--- src/rtl/core/ucc_pkg.sv ---
// upload session crc32 checker: shared types, codes and crc helper
// used by every file of the core but ucc_if; depends on nothing else

package ucc_pkg;

   // item geometry and crc constants
   localparam int BYTES_PER_ITEM = 8;
   localparam int ITEM_DATA_W = 8 * BYTES_PER_ITEM;
   localparam logic [31:0] CRC_SEED = 32'hFFFF_FFFF;
   localparam logic [31:0] CRC_POLY = 32'hEDB8_8320;

   // queue between front and back
   localparam int QUEUE_DEPTH = 2;
   localparam int QUEUE_PTR_W = (QUEUE_DEPTH > 1) ? $clog2(QUEUE_DEPTH) : 1;
   localparam int QUEUE_CNT_W = $clog2(QUEUE_DEPTH + 1);

   // command codes as they arrive on the request channel
   localparam logic [2:0] CMD_BEGIN = 3'd0;
   localparam logic [2:0] CMD_APPEND = 3'd1;
   localparam logic [2:0] CMD_END = 3'd2;
   localparam logic [2:0] CMD_ABORT = 3'd3;
   localparam logic [2:0] CMD_APPLY = 3'd4;

   // command class decided by the front
   typedef enum logic [2:0] {
      KIND_BEGIN,
      KIND_APPEND,
      KIND_END,
      KIND_ABORT,
      KIND_APPLY,
      KIND_INVALID
   } kind_type;

   typedef enum logic [2:0] {
      ST_OK = 3'd0,
      ST_STORAGE = 3'd1,
      ST_BUSY = 3'd2,
      ST_INVALID = 3'd3,
      ST_BADSTATE = 3'd4,
      ST_RANGE = 3'd5,
      ST_CRC = 3'd6
   } status_type;

   typedef enum logic [2:0] {
      CALL_NONE = 3'd0,
      CALL_BEGIN = 3'd1,
      CALL_WRITE = 3'd2,
      CALL_COMMIT = 3'd3,
      CALL_ABORT = 3'd4
   } call_type;

   // classified request as it sits in the queue
   typedef struct packed {
      kind_type kind;
      logic begin_args_ok;
      logic count_ok;
      logic [31:0] image_size;
      logic [31:0] expected_crc;
      logic [31:0] xfer_id;
      logic [31:0] data_offset;
      logic [3:0] byte_count;
      logic [31:0] data_term;
      logic store_ok;
   } item_type;

   // one result
   typedef struct packed {
      status_type status;
      logic [31:0] bytes_taken;
      call_type store_call;
      logic session_busy;
      logic [31:0] active_id;
      logic [31:0] received_total;
   } result_type;

   // reflected crc32 over the first count bytes of data, lowest byte first
   function automatic logic [31:0] crc_bytes(input logic [31:0] crc_in,
                                             input logic [ITEM_DATA_W-1:0] data,
                                             input logic [3:0] count);
      logic [31:0] c;
      c = crc_in;
      for (int i = 0; i < BYTES_PER_ITEM; i++) begin
         if (4'(i) < count) begin
            c = c ^ {24'h0, data[8*i +: 8]};
            for (int k = 0; k < 8; k++) begin
               c = c[0] ? ((c >> 1) ^ CRC_POLY) : (c >> 1);
            end
         end
      end
      return c;
   endfunction

endpackage

--- src/rtl/core/ucc_if.sv ---
// request and result channel interfaces of the upload session checker
// plain valid/ready channels; no package dependency

interface ucc_req_if;
   logic valid;
   logic ready;
   logic [2:0] command;
   logic [31:0] image_size;
   logic [15:0] image_width;
   logic [15:0] image_height;
   logic [31:0] expected_crc;
   logic [31:0] xfer_id;
   logic [31:0] data_offset;
   logic [3:0] byte_count;
   logic [63:0] chunk_data;
   logic store_ok;

   modport source (output valid, command, image_size, image_width, image_height,
                   expected_crc, xfer_id, data_offset, byte_count, chunk_data,
                   store_ok, input ready);
   modport sink (input valid, command, image_size, image_width, image_height,
                 expected_crc, xfer_id, data_offset, byte_count, chunk_data,
                 store_ok, output ready);
endinterface

interface ucc_rsp_if;
   logic valid;
   logic ready;
   logic [2:0] status;
   logic [31:0] bytes_taken;
   logic [2:0] store_call;
   logic session_busy;
   logic [31:0] active_id;
   logic [31:0] received_total;

   modport source (output valid, status, bytes_taken, store_call, session_busy,
                   active_id, received_total, input ready);
   modport sink (input valid, status, bytes_taken, store_call, session_busy,
                 active_id, received_total, output ready);
endinterface

--- src/rtl/core/ucc_front.sv ---
// front end: takes requests, decodes the command, runs the state-free checks
// and the data half of the crc update; uses ucc_pkg and ucc_req_if

module ucc_front (
   ucc_req_if.sink req_chan,
   output logic push_valid,
   input logic push_ready,
   output ucc_pkg::item_type push_item
);

   ucc_pkg::kind_type kind;

   // command decode
   always_comb begin
      unique case (req_chan.command)
         ucc_pkg::CMD_BEGIN: kind = ucc_pkg::KIND_BEGIN;
         ucc_pkg::CMD_APPEND: kind = ucc_pkg::KIND_APPEND;
         ucc_pkg::CMD_END: kind = ucc_pkg::KIND_END;
         ucc_pkg::CMD_ABORT: kind = ucc_pkg::KIND_ABORT;
         ucc_pkg::CMD_APPLY: kind = ucc_pkg::KIND_APPLY;
         default: kind = ucc_pkg::KIND_INVALID;
      endcase
   end

   // handshake straight through to the queue
   assign push_valid = req_chan.valid;
   assign req_chan.ready = push_ready;

   // classified request; the crc is linear, so the data term is taken from a zero state
   always_comb begin
      push_item.kind = kind;
      push_item.begin_args_ok = (req_chan.image_size != 32'h0) &&
                                (req_chan.image_width != 16'h0) &&
                                (req_chan.image_height != 16'h0);
      push_item.count_ok = (req_chan.byte_count != 4'h0) &&
                           (req_chan.byte_count <= 4'(ucc_pkg::BYTES_PER_ITEM));
      push_item.image_size = req_chan.image_size;
      push_item.expected_crc = req_chan.expected_crc;
      push_item.xfer_id = req_chan.xfer_id;
      push_item.data_offset = req_chan.data_offset;
      push_item.byte_count = req_chan.byte_count;
      push_item.data_term = ucc_pkg::crc_bytes(32'h0,
         req_chan.chunk_data[ucc_pkg::ITEM_DATA_W-1:0], req_chan.byte_count);
      push_item.store_ok = req_chan.store_ok;
   end

endmodule

--- src/rtl/core/ucc_queue.sv ---
// short queue of classified requests between front and back
// depth from ucc_pkg::QUEUE_DEPTH; uses ucc_pkg

module ucc_queue (
   input logic clock,
   input logic reset,
   input logic push_valid,
   output logic push_ready,
   input ucc_pkg::item_type push_item,
   output logic pop_valid,
   input logic pop_ready,
   output ucc_pkg::item_type pop_item
);

   ucc_pkg::item_type entry_ff [ucc_pkg::QUEUE_DEPTH];
   logic [ucc_pkg::QUEUE_PTR_W-1:0] wr_ptr_ff, wr_ptr_in;
   logic [ucc_pkg::QUEUE_PTR_W-1:0] rd_ptr_ff, rd_ptr_in;
   logic [ucc_pkg::QUEUE_CNT_W-1:0] count_ff, count_in;
   logic push;
   logic pop;

   assign push_ready = (count_ff != ucc_pkg::QUEUE_CNT_W'(ucc_pkg::QUEUE_DEPTH));
   assign pop_valid = (count_ff != '0);
   assign pop_item = entry_ff[rd_ptr_ff];
   assign push = push_valid && push_ready;
   assign pop = pop_valid && pop_ready;

   // pointer and fill count update
   always_comb begin
      wr_ptr_in = wr_ptr_ff;
      rd_ptr_in = rd_ptr_ff;
      count_in = count_ff;
      if (push) begin
         wr_ptr_in = (wr_ptr_ff == ucc_pkg::QUEUE_PTR_W'(ucc_pkg::QUEUE_DEPTH - 1)) ?
                     '0 : wr_ptr_ff + ucc_pkg::QUEUE_PTR_W'(1);
      end
      if (pop) begin
         rd_ptr_in = (rd_ptr_ff == ucc_pkg::QUEUE_PTR_W'(ucc_pkg::QUEUE_DEPTH - 1)) ?
                     '0 : rd_ptr_ff + ucc_pkg::QUEUE_PTR_W'(1);
      end
      if (push && !pop) begin
         count_in = count_ff + ucc_pkg::QUEUE_CNT_W'(1);
      end else if (pop && !push) begin
         count_in = count_ff - ucc_pkg::QUEUE_CNT_W'(1);
      end
   end

   always_ff @(posedge clock) begin
      if (reset) begin
         wr_ptr_ff <= '0;
         rd_ptr_ff <= '0;
         count_ff <= '0;
      end else begin
         wr_ptr_ff <= wr_ptr_in;
         rd_ptr_ff <= rd_ptr_in;
         count_ff <= count_in;
      end
   end

   // entry storage
   always_ff @(posedge clock) begin
      if (push) begin
         entry_ff[wr_ptr_ff] <= push_item;
      end
   end

endmodule

--- src/rtl/core/ucc_back.sv ---
// back end: session state, store-attached register, command execution and
// the result register; uses ucc_pkg and ucc_rsp_if

module ucc_back (
   input logic clock,
   input logic reset,
   input logic csr_write_en,
   input logic csr_write_data,
   input logic pop_valid,
   output logic pop_ready,
   input ucc_pkg::item_type pop_item,
   ucc_rsp_if.source rsp_chan
);

   logic store_attached_ff;
   logic session_open_ff, session_open_in;
   logic [31:0] received_count_ff, received_count_in;
   logic [31:0] running_crc_ff, running_crc_in;
   logic [31:0] size_limit_ff, size_limit_in;
   logic [31:0] target_crc_ff, target_crc_in;
   logic [31:0] session_id_ff, session_id_in;
   logic rsp_valid_ff, rsp_valid_in;
   ucc_pkg::result_type result_ff, result_in;
   logic pop;
   logic [32:0] append_end;
   logic [31:0] crc_advanced;

   // a new request executes whenever the result register is free or draining
   assign pop_ready = !rsp_valid_ff || rsp_chan.ready;
   assign pop = pop_valid && pop_ready;

   // state half of the crc update, merged with the data term from the front
   assign crc_advanced = ucc_pkg::crc_bytes(running_crc_ff, '0, pop_item.byte_count) ^
                         pop_item.data_term;
   assign append_end = {1'b0, pop_item.data_offset} + {29'h0, pop_item.byte_count};

   // command execution
   always_comb begin
      session_open_in = session_open_ff;
      received_count_in = received_count_ff;
      running_crc_in = running_crc_ff;
      size_limit_in = size_limit_ff;
      target_crc_in = target_crc_ff;
      session_id_in = session_id_ff;
      result_in.status = ucc_pkg::ST_OK;
      result_in.bytes_taken = 32'h0;
      result_in.store_call = ucc_pkg::CALL_NONE;
      unique case (pop_item.kind)
         ucc_pkg::KIND_BEGIN: begin
            if (!store_attached_ff) begin
               result_in.status = ucc_pkg::ST_STORAGE;
            end else if (session_open_ff) begin
               result_in.status = ucc_pkg::ST_BUSY;
            end else if (!pop_item.begin_args_ok) begin
               result_in.status = ucc_pkg::ST_INVALID;
            end else begin
               result_in.store_call = ucc_pkg::CALL_BEGIN;
               if (!pop_item.store_ok) begin
                  result_in.status = ucc_pkg::ST_STORAGE;
               end else begin
                  session_open_in = 1'b1;
                  size_limit_in = pop_item.image_size;
                  target_crc_in = pop_item.expected_crc;
                  session_id_in = pop_item.xfer_id;
                  received_count_in = 32'h0;
                  running_crc_in = ucc_pkg::CRC_SEED;
               end
            end
         end
         ucc_pkg::KIND_APPEND: begin
            if (!session_open_ff) begin
               result_in.status = ucc_pkg::ST_BADSTATE;
            end else if (!pop_item.count_ok) begin
               result_in.status = ucc_pkg::ST_INVALID;
            end else if (pop_item.data_offset != received_count_ff) begin
               result_in.status = ucc_pkg::ST_RANGE;
            end else if (append_end > {1'b0, size_limit_ff}) begin
               result_in.status = ucc_pkg::ST_RANGE;
            end else begin
               result_in.store_call = ucc_pkg::CALL_WRITE;
               if (!pop_item.store_ok) begin
                  result_in.status = ucc_pkg::ST_STORAGE;
               end else begin
                  running_crc_in = crc_advanced;
                  received_count_in = append_end[31:0];
                  result_in.bytes_taken = {28'h0, pop_item.byte_count};
               end
            end
         end
         ucc_pkg::KIND_END: begin
            if (!session_open_ff) begin
               result_in.status = ucc_pkg::ST_BADSTATE;
            end else begin
               result_in.bytes_taken = received_count_ff;
               if (received_count_ff != size_limit_ff) begin
                  result_in.status = ucc_pkg::ST_RANGE;
               end else if ((running_crc_ff ^ ucc_pkg::CRC_SEED) != target_crc_ff) begin
                  result_in.store_call = ucc_pkg::CALL_ABORT;
                  result_in.status = ucc_pkg::ST_CRC;
                  session_open_in = 1'b0;
               end else begin
                  result_in.store_call = ucc_pkg::CALL_COMMIT;
                  result_in.status = pop_item.store_ok ? ucc_pkg::ST_OK : ucc_pkg::ST_STORAGE;
                  session_open_in = 1'b0;
               end
            end
         end
         ucc_pkg::KIND_ABORT: begin
            if (!session_open_ff) begin
               result_in.status = ucc_pkg::ST_BADSTATE;
            end else begin
               result_in.store_call = ucc_pkg::CALL_ABORT;
               session_open_in = 1'b0;
               received_count_in = 32'h0;
               running_crc_in = ucc_pkg::CRC_SEED;
               result_in.status = pop_item.store_ok ? ucc_pkg::ST_OK : ucc_pkg::ST_STORAGE;
            end
         end
         ucc_pkg::KIND_APPLY: begin
            result_in.status = session_open_ff ? ucc_pkg::ST_BUSY : ucc_pkg::ST_OK;
         end
         default: begin
            result_in.status = ucc_pkg::ST_INVALID;
         end
      endcase
      result_in.session_busy = session_open_in;
      result_in.active_id = session_open_in ? session_id_in : 32'h0;
      result_in.received_total = received_count_in;
   end

   // result register valid
   always_comb begin
      if (pop) begin
         rsp_valid_in = 1'b1;
      end else if (rsp_chan.ready) begin
         rsp_valid_in = 1'b0;
      end else begin
         rsp_valid_in = rsp_valid_ff;
      end
   end

   // configuration and session state
   always_ff @(posedge clock) begin
      if (reset) begin
         store_attached_ff <= 1'b1;
         session_open_ff <= 1'b0;
         received_count_ff <= 32'h0;
         running_crc_ff <= ucc_pkg::CRC_SEED;
         size_limit_ff <= 32'h0;
         target_crc_ff <= 32'h0;
         session_id_ff <= 32'h0;
         rsp_valid_ff <= 1'b0;
      end else begin
         if (csr_write_en) begin
            store_attached_ff <= csr_write_data;
         end
         if (pop) begin
            session_open_ff <= session_open_in;
            received_count_ff <= received_count_in;
            running_crc_ff <= running_crc_in;
            size_limit_ff <= size_limit_in;
            target_crc_ff <= target_crc_in;
            session_id_ff <= session_id_in;
         end
         rsp_valid_ff <= rsp_valid_in;
      end
   end

   // result payload
   always_ff @(posedge clock) begin
      if (pop) begin
         result_ff <= result_in;
      end
   end

   assign rsp_chan.valid = rsp_valid_ff;
   assign rsp_chan.status = result_ff.status;
   assign rsp_chan.bytes_taken = result_ff.bytes_taken;
   assign rsp_chan.store_call = result_ff.store_call;
   assign rsp_chan.session_busy = result_ff.session_busy;
   assign rsp_chan.active_id = result_ff.active_id;
   assign rsp_chan.received_total = result_ff.received_total;

endmodule

--- src/rtl/core/upload_session_crc32_checker_core.sv ---
// a request accepted at an edge is written to the queue; from the queue it is executed into
// the result register, where the result turns valid
// throughput: one request per cycle, the back end executing one queued request
// a cycle while the result register drains; the crc of 8 bytes is combinational
// reset: synchronous, active high; session closed, count zero, crc seeded,
// store attached, queue and result register empty

module upload_session_crc32_checker_core (
   input logic clock,
   input logic reset,
   input logic csr_write_en,
   input logic csr_write_data,
   ucc_req_if.sink req_chan,
   ucc_rsp_if.source rsp_chan
);

   logic push_valid;
   logic push_ready;
   ucc_pkg::item_type push_item;
   logic pop_valid;
   logic pop_ready;
   ucc_pkg::item_type pop_item;

   // decode and state-free checks
   ucc_front u_front (
      .req_chan(req_chan),
      .push_valid(push_valid),
      .push_ready(push_ready),
      .push_item(push_item)
   );

   // decoupling queue
   ucc_queue u_queue (
      .clock(clock),
      .reset(reset),
      .push_valid(push_valid),
      .push_ready(push_ready),
      .push_item(push_item),
      .pop_valid(pop_valid),
      .pop_ready(pop_ready),
      .pop_item(pop_item)
   );

   // session execution and result register
   ucc_back u_back (
      .clock(clock),
      .reset(reset),
      .csr_write_en(csr_write_en),
      .csr_write_data(csr_write_data),
      .pop_valid(pop_valid),
      .pop_ready(pop_ready),
      .pop_item(pop_item),
      .rsp_chan(rsp_chan)
   );

endmodule

--- src/flat_wrapper.sv ---
// flat-port wrapper written by rule: the top's interface ports become plain ports
module upload_session_crc32_checker_core_flat 
  (clock, reset, csr_write_en, csr_write_data, req_chan_valid, req_chan_command, req_chan_image_size, req_chan_image_width, req_chan_image_height, req_chan_expected_crc, req_chan_xfer_id, req_chan_data_offset, req_chan_byte_count, req_chan_chunk_data, req_chan_store_ok, req_chan_ready, rsp_chan_valid, rsp_chan_status, rsp_chan_bytes_taken, rsp_chan_store_call, rsp_chan_session_busy, rsp_chan_active_id, rsp_chan_received_total, rsp_chan_ready);
  ucc_req_if req_chan_i ();
  ucc_rsp_if rsp_chan_i ();
  input logic clock;
  input logic reset;
  input logic csr_write_en;
  input logic csr_write_data;
  input wire logic [$bits(req_chan_i.valid)-1:0] req_chan_valid;
  input wire logic [$bits(req_chan_i.command)-1:0] req_chan_command;
  input wire logic [$bits(req_chan_i.image_size)-1:0] req_chan_image_size;
  input wire logic [$bits(req_chan_i.image_width)-1:0] req_chan_image_width;
  input wire logic [$bits(req_chan_i.image_height)-1:0] req_chan_image_height;
  input wire logic [$bits(req_chan_i.expected_crc)-1:0] req_chan_expected_crc;
  input wire logic [$bits(req_chan_i.xfer_id)-1:0] req_chan_xfer_id;
  input wire logic [$bits(req_chan_i.data_offset)-1:0] req_chan_data_offset;
  input wire logic [$bits(req_chan_i.byte_count)-1:0] req_chan_byte_count;
  input wire logic [$bits(req_chan_i.chunk_data)-1:0] req_chan_chunk_data;
  input wire logic [$bits(req_chan_i.store_ok)-1:0] req_chan_store_ok;
  output wire logic [$bits(req_chan_i.ready)-1:0] req_chan_ready;
  output wire logic [$bits(rsp_chan_i.valid)-1:0] rsp_chan_valid;
  output wire logic [$bits(rsp_chan_i.status)-1:0] rsp_chan_status;
  output wire logic [$bits(rsp_chan_i.bytes_taken)-1:0] rsp_chan_bytes_taken;
  output wire logic [$bits(rsp_chan_i.store_call)-1:0] rsp_chan_store_call;
  output wire logic [$bits(rsp_chan_i.session_busy)-1:0] rsp_chan_session_busy;
  output wire logic [$bits(rsp_chan_i.active_id)-1:0] rsp_chan_active_id;
  output wire logic [$bits(rsp_chan_i.received_total)-1:0] rsp_chan_received_total;
  input wire logic [$bits(rsp_chan_i.ready)-1:0] rsp_chan_ready;
  assign req_chan_i.valid = req_chan_valid;
  assign req_chan_i.command = req_chan_command;
  assign req_chan_i.image_size = req_chan_image_size;
  assign req_chan_i.image_width = req_chan_image_width;
  assign req_chan_i.image_height = req_chan_image_height;
  assign req_chan_i.expected_crc = req_chan_expected_crc;
  assign req_chan_i.xfer_id = req_chan_xfer_id;
  assign req_chan_i.data_offset = req_chan_data_offset;
  assign req_chan_i.byte_count = req_chan_byte_count;
  assign req_chan_i.chunk_data = req_chan_chunk_data;
  assign req_chan_i.store_ok = req_chan_store_ok;
  assign req_chan_ready = req_chan_i.ready;
  assign rsp_chan_valid = rsp_chan_i.valid;
  assign rsp_chan_status = rsp_chan_i.status;
  assign rsp_chan_bytes_taken = rsp_chan_i.bytes_taken;
  assign rsp_chan_store_call = rsp_chan_i.store_call;
  assign rsp_chan_session_busy = rsp_chan_i.session_busy;
  assign rsp_chan_active_id = rsp_chan_i.active_id;
  assign rsp_chan_received_total = rsp_chan_i.received_total;
  assign rsp_chan_i.ready = rsp_chan_ready;
  upload_session_crc32_checker_core u_core (.clock(clock), .reset(reset), .csr_write_en(csr_write_en), .csr_write_data(csr_write_data), .req_chan(req_chan_i), .rsp_chan(rsp_chan_i));
endmodule
--- config.mk ---
export PLATFORM = sky130hd
export DESIGN_NAME = upload_session_crc32_checker_core_flat
export DESIGN_NICKNAME = d
export VERILOG_FILES = /design/src/rtl/core/ucc_pkg.sv /design/src/rtl/core/ucc_if.sv /design/src/rtl/core/ucc_front.sv /design/src/rtl/core/ucc_queue.sv /design/src/rtl/core/ucc_back.sv /design/src/rtl/core/upload_session_crc32_checker_core.sv /design/src/flat_wrapper.sv
export SDC_FILE = /design/constraint.sdc
export NUM_CORES = 2
export LEC_CHECK = 0
export BUFFER_PORTS_ARGS = -buffer_cell sky130_fd_sc_hd__buf_2
export CORE_AREA = 2 2 281 283
export CTS_CLUSTER_SIZE = 16
export DETAILED_ROUTE_END_ITERATION = 12
export DIE_AREA = 0 0 283 285
export GPL_ROUTABILITY_DRIVEN = 0
export GPL_TIMING_DRIVEN = 0
export MAX_ROUTING_LAYER = met4
export PLACE_DENSITY_LB_ADDON = 0.2
export SYNTH_ARGS = -nofsm -noshare
export SYNTH_HDL_FRONTEND = slang
export SYNTH_SLANG_ARGS = --single-unit
export TNS_END_PERCENT = 50
--- constraint.sdc ---
create_clock -name clock -period 11.8 [get_ports clock]
set_input_delay 1.77 -clock clock [delete_from_list [all_inputs] [get_ports clock]]
set_output_delay 1.77 -clock clock [all_outputs]
set_load 0.03 [all_outputs]
==> impl_metrics.tcl <==
set metrics [dict create \
    run_status "completed" \
    critPathLaunchType "input pin" \
    route.vias.total 39869 \
    synth.net_count 4955 \
    post_route_cells_drive_above_1_share 0.136 \
    grt_setup_unrepaired "no" \
    areaGrowthSynthToFinish_pct 11.7 \
    timing.fmax_mhz 88.4 \
    sequential_element_share_of_the_synthesized_area 0.350 \
    crit_required_ps 12180 \
    drt_pre_antenna_iters 6 \
    yosysTopAreaCell "edfxtp_1" \
    r2r_end "u_core.u_back.received_count_ff[31]" \
    numCtsBuffers 66 \
    cts.sink_count 611 \
    crit_path_max_fanout 10 \
    max_clock_skew_ps 67.9 \
    drt-wirelength-per-cell_um 24.2 \
    crit_arrival_ps 11700 \
    transition_time_at_the_pin_with_the_least_slew_margin_ps 1270 \
    timing.final.setup_violations 0 \
    n_fill_cell 5946 \
    die_y_um 285 \
    synth.avg_cell_area_um2 10.2 \
    postRouteWirelength_um 151000 \
    timing.reg2reg.setup_slack_ps 1010 \
    port-buffer-count 329 \
    synth_top_area_frac 0.279 \
    crit_path_start "req_chan_byte_count[2]" \
    min_period_over_period 0.959 \
    end_kind "register" \
    post-dp-hpwl_um 116000 \
    worst_skew_late_latency_ps 650 \
    r2r.worst_path.cells 33 \
    drv.max_cap_violation_count 0 \
    boundaryPins 343 \
    syn_area_um2 47700 \
    globalRouteOverflowTotal 0 \
    cts.htree.levels 3 \
    die_width_um 283 \
    timing_max_transition_violations_final 0 \
    finalInstanceArea_um2 53200 \
    hold_path_class "reg -> reg" \
    tritoncts "built" \
    grt_start_max_net_pins 72 \
    die_area_um2 80700 \
    most_repeated_cell_in_the_gate_level_netlist_after_synthesis "xnor2_1" \
    core_um2 78000 \
    post-route-drc-count 0 \
    yosys_register_bits 611 \
    detail_route_antenna_nets 0 \
    placement_rows 103 \
    finalCriticalPeriod_ps 11320 \
    post_drt_via_cell_ratio 6.39 \
    critical_path.endpoint "u_core.u_queue.entry_ff[0][20]" \
    gr-usage-all-layers 0.373 \
    number_of_hold_violations_in_the_final_report 0 \
    ys_top_cells_by_count "653 x xnor2_1, 471 x nor2_1, 443 x edfxtp_1" \
    grt_first_pass_wirelength_um 226000 \
    clk_pin_slew_ps 60 \
    place_area_um2 50800 \
    synth.area.top_cells "edfxtp_1 28%, xnor2_1 12%, dfxtp_1 7.1%" \
    ys_types 125 \
    count_of_flip_flops_with_a_built_in_enable_after_synthesis 443 \
    grt_pass1_vias 37944 \
    area.sequential_um2 16700 \
    dr.first_iter.drc_count 4647 \
    asyncSetResetFlopFracSynth 0 \
    cts_hold_buffers 0 \
    post_synth_inst_count 4679 \
    number_of_antenna_violations_at_the_first_check_in_global_routing 46 \
    timing_worst_setup_path_type "in -> reg" \
    root_buffer_cell "clkbuf_16" \
    timing.slew.headroom 0.146 \
    final_nets 5364 \
    initial_core_util 0.611 \
    yosys_warnings 0 \
    number_of_buffers_on_the_longest_clock_path 3 \
    multi_input_comb_area_um2 29700 \
    post_synth_top_flop "edfxtp_1" \
]
layer usage:
| layer | share of wire | global-route usage | up-vias |
|---|---|---|---|
| li1 | - | - | 17906 |
| met1 | 0.39 | 0.472 | 19018 |
| met2 | 0.46 | 0.580 | 2416 |
| met3 | 0.10 | 0.0656 | 529 |
| met4 | 0.055 | 0.187 | 0 |
| met5 | 0 | - | - |
worst min path at each step:
| stage | cells past startpoint | start | slack, ps | to |
|---|---|---|---|---|
| 5_1_grt | 2 | u_core.u_back.session_id_ff[14] | 520 | u_core.u_back.session_id_ff[14] |
| 3_5_place_dp | 2 | u_core.u_back.session_id_ff[16] | 490 | u_core.u_back.session_id_ff[16] |
| 4_1_cts | 2 | u_core.u_back.session_id_ff[16] | 500 | u_core.u_back.session_id_ff[16] |
| 6_report | 2 | u_core.u_back.session_id_ff[10] | 500 | u_core.u_back.session_id_ff[10] |
| 3_3_place_gp | 2 | u_core.u_back.session_id_ff[6] | 490 | u_core.u_back.session_id_ff[6] |
| 2_1_floorplan | 2 | u_core.u_back.session_id_ff[0] | 480 | u_core.u_back.session_id_ff[0] |
logic make-up after synthesis:
logic type / Yosys count / synth area share
buffers and inverters: 341 / 0.0288
AO/OA/AOI/OAI: 969 / 0.141
multiplexers: 349 / 0.0759
AND/OR/NAND/NOR: 1226 / 0.127
XOR/XNOR: 1145 / 0.267
adder cells (fa/ha/maj): 38 / 0.0101
flip-flops: 611 / 0.350
state kept, by name, summed over array words and instances, names as in the netlist, 2 cells and up, named ones only:
register                               count
u_core.u_queue.count_ff                    2
u_core.u_back.rsp_chan.bytes_taken        32
u_core.u_back.target_crc_ff               32
u_core.u_back.session_id_ff               32
u_core.u_back.rsp_chan.active_id          32
u_core.u_back.size_limit_ff               32
u_core.u_back.running_crc_ff              32
u_core.u_back.received_count_ff           32
u_core.u_back.rsp_chan.received_total     32
u_core.u_back.rsp_chan.store_call          3
u_core.u_back.rsp_chan.status              3
u_core.u_queue.entry_ff                  340
critical path, cell delays in order:
cell      delay, ps
buf_2           200
buf_2           290
nor3_2          520
clkbuf_1        500
buf_1           440
buf_1           540
o211a_1         410
o211ai_1        240
and4_1          320
nor3_2          550
xnor2_2         230
xnor3_1         420
a21oi_4         360
xor2_2          320
xnor2_1         140
o21a_1          230
o21ai_4         350
xor3_1          540
mux2i_1         420
nand3_4         220
xnor2_1         340
xor2_1          110
mux2i_1         490
xor2_1          450
xor3_1          560
xnor3_1         400
mux2i_1         310
layout by cell type, fill, tap and decap left out, drive strengths merged, types with 14 or more instances in the layout:
cell | Yosys | final
and3 | 32 | 32
xnor2 | 680 | 680
or2 | 19 | 19
nand2 | 237 | 237
xor2 | 303 | 303
nor2b | 15 | 15
diode | 0 | 48
xor3 | 36 | 36
o22ai | 14 | 14
edfxtp | 443 | 443
clkinv | 3 | 23
o211a | 14 | 14
dfxtp | 168 | 168
o211ai | 54 | 54
clkbuf | 191 | 282
o22a | 24 | 24
mux2i | 303 | 303
inv | 62 | 67
nand2b | 18 | 18
o21ai | 177 | 177
o21a | 28 | 28
xnor3 | 126 | 126
a21o | 36 | 36
o2111ai | 17 | 17
a21oi | 227 | 227
nand3 | 80 | 80
nor3 | 71 | 71
a31oi | 25 | 25
nand4 | 52 | 52
mux2 | 46 | 46
buf | 85 | 426
a22o | 39 | 39
a22oi | 36 | 36
nor4 | 70 | 70
ha | 37 | 37
a211o | 14 | 14
and2 | 59 | 59
or3 | 39 | 39
nor2 | 475 | 475
a211oi | 177 | 177
area by class of cell:
cell class	instances	area share
tap	1050	0.0247
sequential	611	0.313
inverter	65	0.00468
clock inverter	31	0.00686
buffer	276	0.0212
clock buffer	91	0.0351
multi-input combinational	3727	0.557
timing repair buffer	341	0.0349
antenna	48	0.00226
repair_timing:
action | in CTS | in global routing
buffers inserted | 0 | 3
endpoints found under the hold margin | 0 | 0
resized for setup | 0 | 3
endpoints found under the setup margin | 0 | 20
per-stage QoR:
stage	setup slack [ps]	util	setup TNS, ps	instances	hold slack, ps
after global routing	45.7	0.683	0	6236	520
after floorplan	1990	-	0	4679	478
final	484	0.683	0	6240	498
after detailed placement	-258	0.652	-2430	6067	491
after CTS	319	0.681	0	6189	499
after global placement	-2160	0.649	-361060	6058	487
Power is not shown: default switching activity piles up to over one toggle a cycle in this logic, so the estimate is an artifact.
